$ cat src/design/dlm_pkg.sv
`timescale 1ns / 1ps
// Shared constants, codes and types for the dense layer MAC core.
// No dependencies; every other design file refers to it by scoped names.
package dlm_pkg;

  localparam int MAX_INPUTS  = 1024;
  localparam int MAX_OUTPUTS = 64;
  localparam int DATA_WIDTH  = 16;

  localparam int MODE_W     = 2;
  localparam int ROW_W      = 6;
  localparam int COL_W      = 10;
  localparam int BIAS_W     = 32;
  localparam int ACC_W      = 48;
  localparam int PROD_W     = 2 * DATA_WIDTH;
  localparam int SUM_W      = ACC_W + 1;
  localparam int WADDR_W    = ROW_W + COL_W;
  localparam int CNT_W      = 7;
  localparam int SHIFT_W    = 5;
  localparam int CFG_IDX_W  = 2;
  localparam int CFG_DATA_W = 32;

  localparam int QUEUE_DEPTH = 4;
  localparam int QPTR_W      = 2;

  // Input item modes.
  localparam logic [MODE_W-1:0] MODE_WEIGHT = 2'd0;
  localparam logic [MODE_W-1:0] MODE_BIAS   = 2'd1;
  localparam logic [MODE_W-1:0] MODE_ACT    = 2'd2;
  localparam logic [MODE_W-1:0] MODE_NONE   = 2'd3;

  // Configuration register indexes.
  localparam logic [CFG_IDX_W-1:0] CFG_OUT_COUNT   = 2'd0;
  localparam logic [CFG_IDX_W-1:0] CFG_BIAS_ENABLE = 2'd1;
  localparam logic [CFG_IDX_W-1:0] CFG_RELU_ENABLE = 2'd2;
  localparam logic [CFG_IDX_W-1:0] CFG_OUT_SHIFT   = 2'd3;

  // Register reset values.
  localparam logic [CNT_W-1:0]   RST_OUT_COUNT   = 7'd1;
  localparam logic               RST_BIAS_ENABLE = 1'b1;
  localparam logic               RST_RELU_ENABLE = 1'b0;
  localparam logic [SHIFT_W-1:0] RST_OUT_SHIFT   = 5'd8;

  typedef struct packed {
    logic [MODE_W-1:0]     mode;
    logic [ROW_W-1:0]      row;
    logic [COL_W-1:0]      column;
    logic [DATA_WIDTH-1:0] sample;
    logic [BIAS_W-1:0]     bias_word;
    logic                  last_element;
  } cmd_t;

  typedef struct packed {
    logic valid;
    cmd_t cmd;
  } queue_head_t;

  typedef struct packed {
    logic [CNT_W-1:0]   out_count;
    logic               bias_enable;
    logic               relu_enable;
    logic [SHIFT_W-1:0] out_shift;
  } cfg_t;

endpackage

$ cat src/design/dlm_in_if.sv
`timescale 1ns / 1ps
// Input item channel: valid/ready handshake with the load/activation payload.
// Depends on dlm_pkg for field widths.
interface dlm_in_if;
  logic                           valid;
  logic                           ready;
  logic [dlm_pkg::MODE_W-1:0]     mode;
  logic [dlm_pkg::ROW_W-1:0]      row;
  logic [dlm_pkg::COL_W-1:0]      column;
  logic [dlm_pkg::DATA_WIDTH-1:0] sample;
  logic [dlm_pkg::BIAS_W-1:0]     bias_word;
  logic                           last_element;

  modport source (output valid, mode, row, column, sample, bias_word, last_element,
                  input ready);
  modport sink (input valid, mode, row, column, sample, bias_word, last_element,
                output ready);
endinterface

$ cat src/design/dlm_front.sv
`timescale 1ns / 1ps
// Front end: accepts input words, drops unused modes and queues the rest.
// Depends on dlm_pkg and dlm_in_if.
module dlm_front (
  input  logic                 clk,
  input  logic                 rst,
  dlm_in_if.sink               item,
  output dlm_pkg::queue_head_t head,
  input  logic                 pop
);

  dlm_pkg::cmd_t                 q_mem [dlm_pkg::QUEUE_DEPTH];
  logic [dlm_pkg::QPTR_W-1:0]    wr_ptr;
  logic [dlm_pkg::QPTR_W-1:0]    rd_ptr;
  logic [dlm_pkg::QPTR_W:0]      count;
  logic                          accept;
  logic                          push;
  logic                          do_pop;
  dlm_pkg::cmd_t                 cmd_in;

  assign item.ready = (count != (dlm_pkg::QPTR_W + 1)'(dlm_pkg::QUEUE_DEPTH));
  assign accept     = item.valid && item.ready;
  // A word in the unused mode is taken and retired here; it never reaches the back end.
  assign push       = accept && (item.mode != dlm_pkg::MODE_NONE);
  assign do_pop     = pop && (count != '0);

  always_comb begin
    cmd_in.mode         = item.mode;
    cmd_in.row          = item.row;
    cmd_in.column       = item.column;
    cmd_in.sample       = item.sample;
    cmd_in.bias_word    = item.bias_word;
    cmd_in.last_element = item.last_element;
  end

  always_ff @(posedge clk) begin
    if (push) begin
      q_mem[wr_ptr] <= cmd_in;
    end
  end

  always_ff @(posedge clk) begin
    if (rst) begin
      wr_ptr <= '0;
      rd_ptr <= '0;
      count  <= '0;
    end else begin
      if (push) begin
        wr_ptr <= wr_ptr + 1'b1;
      end
      if (do_pop) begin
        rd_ptr <= rd_ptr + 1'b1;
      end
      case ({push, do_pop})
        2'b10:   count <= count + 1'b1;
        2'b01:   count <= count - 1'b1;
        default: count <= count;
      endcase
    end
  end

  assign head.valid = (count != '0);
  assign head.cmd   = q_mem[rd_ptr];

endmodule

$ cat src/flat_wrapper.sv
// flat-port wrapper written by rule: the top's interface ports become plain ports
module dlm_front_flat 
  (clk, rst, head, pop, item_valid, item_mode, item_row, item_column, item_sample, item_bias_word, item_last_element, item_ready);
  dlm_in_if item_i ();
  input  logic clk;
  input  logic rst;
  output dlm_pkg::queue_head_t head;
  input  logic pop;
  input wire logic [$bits(item_i.valid)-1:0] item_valid;
  input wire logic [$bits(item_i.mode)-1:0] item_mode;
  input wire logic [$bits(item_i.row)-1:0] item_row;
  input wire logic [$bits(item_i.column)-1:0] item_column;
  input wire logic [$bits(item_i.sample)-1:0] item_sample;
  input wire logic [$bits(item_i.bias_word)-1:0] item_bias_word;
  input wire logic [$bits(item_i.last_element)-1:0] item_last_element;
  output wire logic [$bits(item_i.ready)-1:0] item_ready;
  assign item_i.valid = item_valid;
  assign item_i.mode = item_mode;
  assign item_i.row = item_row;
  assign item_i.column = item_column;
  assign item_i.sample = item_sample;
  assign item_i.bias_word = item_bias_word;
  assign item_i.last_element = item_last_element;
  assign item_ready = item_i.ready;
  dlm_front u_core (.clk(clk), .rst(rst), .item(item_i), .head(head), .pop(pop));
endmodule
$ cat config.mk
export PLATFORM = sky130hd
export DESIGN_NAME = dlm_front_flat
export DESIGN_NICKNAME = d
export VERILOG_FILES = /design/src/design/dlm_pkg.sv /design/src/design/dlm_in_if.sv /design/src/design/dlm_front.sv /design/src/flat_wrapper.sv
export SDC_FILE = /design/constraint.sdc
export NUM_CORES = 1
export LEC_CHECK = 0
export BUFFER_PORTS_ARGS = -buffer_cell sky130_fd_sc_hd__buf_2
export CAP_MARGIN = 15
export CORE_MARGIN = 10
export CORE_UTILIZATION = 51
export CTS_CLUSTER_SIZE = 12
export DETAILED_ROUTE_END_ITERATION = 10
export GPL_TIMING_DRIVEN = 0
export PLACE_DENSITY = 0.83
export SLEW_MARGIN = 20
export SYNTH_ARGS = -nofsm -noshare
export SYNTH_HDL_FRONTEND = slang
export SYNTH_SLANG_ARGS = --single-unit
$ cat constraint.sdc
create_clock -name clk -period 3.1 [get_ports clk]
set_clock_uncertainty 0.05 [all_clocks]
set_input_delay 0.62 -clock clk [delete_from_list [all_inputs] [get_ports clk]]
set_output_delay 0.62 -clock clk [all_outputs]
set_load 0.03 [all_outputs]
Yosys cells after proc, flatten, opt, wreduce, memory -nomap -nowiden --
Memories as Yosys holds them, arrays and structs flattened. A register that Yosys moved wholly into a read port is not among the register bits. Index checks and enable logic that the tools add are counted.
Cells by class: add/sub/neg operators 4, eq/ne operators 4, multiplexer cells 5, reductions and logical operators 5
Operators with widths (count):
- 3-bit case mux with 2 select lines | 1
- 2-bit by 1-bit adder with 2-bit output, second input constant | 2
- 2-bit 2-to-1 mux | 2
- 3-bit by 1-bit adder with 3-bit output, second input constant | 1
- 1-bit logical AND | 3
- 3-bit inequality test, second input constant | 1
- 3-bit nonzero test | 1
- 3-bit by 1-bit subtractor with 3-bit output, second input constant | 1
- 2-bit by 1-bit equality test with 1-bit output, second input constant | 1
- 2-bit equality test, second input constant | 1
- 1-bit 2-to-1 mux | 2
- 2-bit inequality test, second input constant | 1
- 2-bit nonzero test | 1
Storage, ports and cells: bits in registers 7, RAM bits 268, input port bits 71, output and inout bits 69, word-level logic and storage cells 22, memories kept 1
Memory list:
- u_core.q_mem | words 4, bits a word 67, rd ports 1, clocked after memory_dff 1, wr ports 1, RTL line dlm_front.sv:12 | dlm_pkg::cmd_t q_mem [dlm_pkg::QUEUE_DEPTH];

Longest topological paths before layout --
depth after elaboration 5, depth in mapped cells 9, gate-level depth less buffers 9

Worst setup path before layout --
No wires, ideal clock.
kind input to register, start in item_mode[0], end mem u_core.q_mem[2][0] (netlist bit) (enable), library setup time 432 ps, arrival time 2614 ps, data required time 2618 ps, setup slack 3 ps, stages 2, path buffers 0, cell sequence a221oi_4 -> and2_1
On the way: word-level cells in the longest chain between the ends 4
RTL lines:
- from (decl) | RTL line flat_wrapper.sv:10 | input wire logic [$bits(item_i.mode)-1:0] item_mode;
- 2-bit inequality test | RTL line dlm_front.sv:24 | assign push = accept && (item.mode != dlm_pkg::MODE_NONE);
- 1-bit logical AND | RTL line dlm_front.sv:24
- 1-bit 2-to-1 mux | RTL line dlm_front.sv:37 | if (push) begin
- 1-bit 2-to-1 mux (not written as such) | RTL line dlm_front.sv:38 | q_mem[wr_ptr] <= cmd_in;
- to (decl) | RTL line dlm_front.sv:12
Every way passes these cells.

==> results.json <==
{
  "synth.distinct_cells": 26,
  "vias": 4667,
  "grt_max_degree": 48,
  "die_h_um": 161.4,
  "antenna_found_initial": 0,
  "die_x_um": 161.4,
  "drive_above_1_share_pct": 43.84,
  "final_util_pct": 62.16,
  "placed_area_sq_um": 11330,
  "yosys_register_bits": 277,
  "htreeDepth": 1,
  "routed_via_density": 5.433,
  "std_cell_rows": 51,
  "port_buffers": 138,
  "routed_wl_um": 19240,
  "yosys-top-cells-area": "edfxtp_1 79%, mux4_2 15%, dfxtp_1 1.8%",
  "status": "finished clean",
  "finalMaxSlewViolations": 0,
  "p_per_area_nw_per_um2": 865.1,
  "synthCells": 403,
  "path_delay_family": "buffers and inverters",
  "ir_worst_vdd_uv": 470.2,
  "fin_crit_sh_pct": 89.78,
  "slew_headroom_pct": 55.26,
  "grt_pass1_vias": 5152,
  "slowest_delay_ps": 540,
  "ys_seq_area_share_pct": 80.69,
  "fmax_ghz": 0.3593,
  "track_usage_pct": 14.78,
  "fin_crit_ps": 2783,
  "setup_viol": 0,
  "hold_class": "in2reg",
  "leakagePower_uw": 0.004082,
  "finalHoldViolCount": 0,
  "clkLatencyLatePin_ps": 550,
  "cts_root_buffer": "clkbuf_16",
  "dp.final_hpwl_um": 11900,
  "cts_resized": 0,
  "synth_edf_count": 268,
  "grt_setup_unrepaired": "false",
  "path_cells": "buf_1, mux4_2, buf_2",
  "drtIter0Drc": 345,
  "synth_area_sq_um": 10200,
  "ant_nets": 0,
  "yosysTopAreaCell": "edfxtp_1",
  "wire_per_inst_um": 22.39,
  "worst-endpoint-required_ps": 2430,
  "clk_path_buf_depth": 3,
  "end_kind": "output pin",
  "clk_pin_slew_ps": 60,
  "yosys-top-cells-count": "268 x edfxtp_1, 67 x mux4_2, 9 x dfxtp_1, 9 x nor2_1, 7 x inv_1",
  "grt_pass1_wl_um": 30140,
  "drc_errors": 0,
  "cts_buffers": 29,
  "start_util_pct": 52.05,
  "cap_violations": 0,
  "grt.overflow.total": 0,
  "postCtsSetupBuffers": 0,
  "place.gp.congestion": 0.7202,
  "cp.arrival_ps": 2110,
  "design_area_sq_um": 12180,
  "synth.avg_cell_area_sq_um": 25.30,
  "synthFlopType": "edfxtp_1",
  "synth_top_area_share_pct": 78.92,
  "core_area_sq_um": 19590,
  "hold_buffers": 0,
  "critPathSlowestCell": "buf_1",
  "worst-path-buf-inv": 2,
  "nets": 653,
  "worst_slew_pin_slew_ps": 671.1,
  "synth-async-reset-ratio_pct": 0,
  "synth_nets": 480,
  "syn_to_final_growth_pct": 19.41,
  "cp-start-kind": "flip-flop",
  "cts_tree": "yes",
  "firstDrtPassIters": 4,
  "cp_max_fo": 10,
  "die_area_sq_um": 26050,
  "cts_sinks": 277,
  "ios": 140,
  "yosysWarnings": 0,
  "yosysMostFrequentCell": "edfxtp_1",
  "critPathKind": "reg2out"
}
worst reg2reg max path: stages, from the launching register on:
cell      delay, ps
dfxtp_1         370
nor2_1          260
a221oi_4        150
inv_1            90
ha_1            190
inv_1            70
fa_1            430
xor2_1          160
or3_1           310
a21oi_1         190
through the flow:
stage / TNS (ps) / hold slack [ps] / setup WS [ps] / power [uW] / instances
floorplan: 0 / 432.0 / 3.301 / 6770 / 403
global placement: -345210 / 441.2 / -1302 / 7495 / 806
detailed placement: 0 / 473.2 / 535.8 / 7571 / 810
CTS: 0 / 209.3 / 258.3 / 10680 / 858
global route: 0 / 219.7 / 173.1 / 10980 / 858
finish: 0 / 232.4 / 316.8 / 10530 / 859
state kept, by name, summed over array words and instances, names as in the netlist, named ones only:
name,count
u_core.q_mem,268
u_core.wr_ptr,2
u_core.rd_ptr,2
u_core.count,3
per-layer routing:
| metal | global-route usage [%] | share of wire, % | vias up |
|---|---|---|---|
| met4 | 4.963 | 2.7 | 0 |
| met2 | 25.08 | 51 | 156 |
| met3 | 4.118 | 6.5 | 44 |
| li1 | - | - | 2057 |
| met1 | 17.91 | 40 | 2410 |
| met5 | 0 | 0 | - |
final cells by class:
| cell class | count | area (sq um) |
|---|---|---|
| tap | 265 | 331.6 |
| antenna | 1 | 2.502 |
| inverter | 7 | 26.28 |
| clock buffer | 34 | 744.5 |
| fill | 1327 | 7413 |
| sequential | 277 | 8228 |
| clock inverter | 14 | 97.59 |
| buffer | 16 | 148.9 |
| timing repair buffer | 142 | 793.3 |
| multi-input combinational | 103 | 1804 |
final timing paths:
kind	slack [ps]	cells after the start	endpoint	from
setup / recovery	320	3	head[11]	flip-flop
hold / removal	230	1	u_core.q_mem[2][28]	item_bias_word[27]
hold reg to reg	490	2	u_core.rd_ptr[1]	u_core.rd_ptr[1]
setup reg to reg	760	9	u_core.count[2]	u_core.count[0]
power breakdown:
part / total [uW] / leakage, uW / internal, uW / switching [uW]
logic: 2950 / 0.00115 / 1190 / 1760
clock network: 3090 / 0.000411 / 1780 / 1310
registers: 4500 / 0.00252 / 4400 / 92.7
kinds of logic (layout without fill, tap and decap cells):
kind of cell	count (synthesis)	in the layout	share of synthesized area (%)
fa+ha+maj	6	6	0.8098
buf+inv	23	213	1.718
mux	69	69	15.01
xor+xnor	4	4	0.3436
compound gates	6	6	0.5767
simple gates	18	18	0.8588
other cells	0	1	0
flops	277	277	80.69
cell usage in the layout, fill, tap and decap left out, types with 3 or more instances in the layout:
| cell type | Yosys | final |
|---|---|---|
| clkinv_1 | 0 | 10 |
| inv_1 | 7 | 7 |
| buf_4 | 3 | 3 |
| buf_12 | 4 | 5 |
| clkbuf_16 | 0 | 29 |
| and2_4 | 0 | 4 |
| buf_1 | 3 | 3 |
| mux4_2 | 67 | 67 |
| nor2_1 | 9 | 9 |
| buf_16 | 0 | 3 |
| edfxtp_1 | 268 | 268 |
| ha_1 | 5 | 5 |
| dfxtp_1 | 9 | 9 |
| xor2_1 | 3 | 3 |
| buf_2 | 4 | 142 |
| clkbuf_1 | 1 | 6 |
No activity file was read; power rests on OpenSTA's default activity.
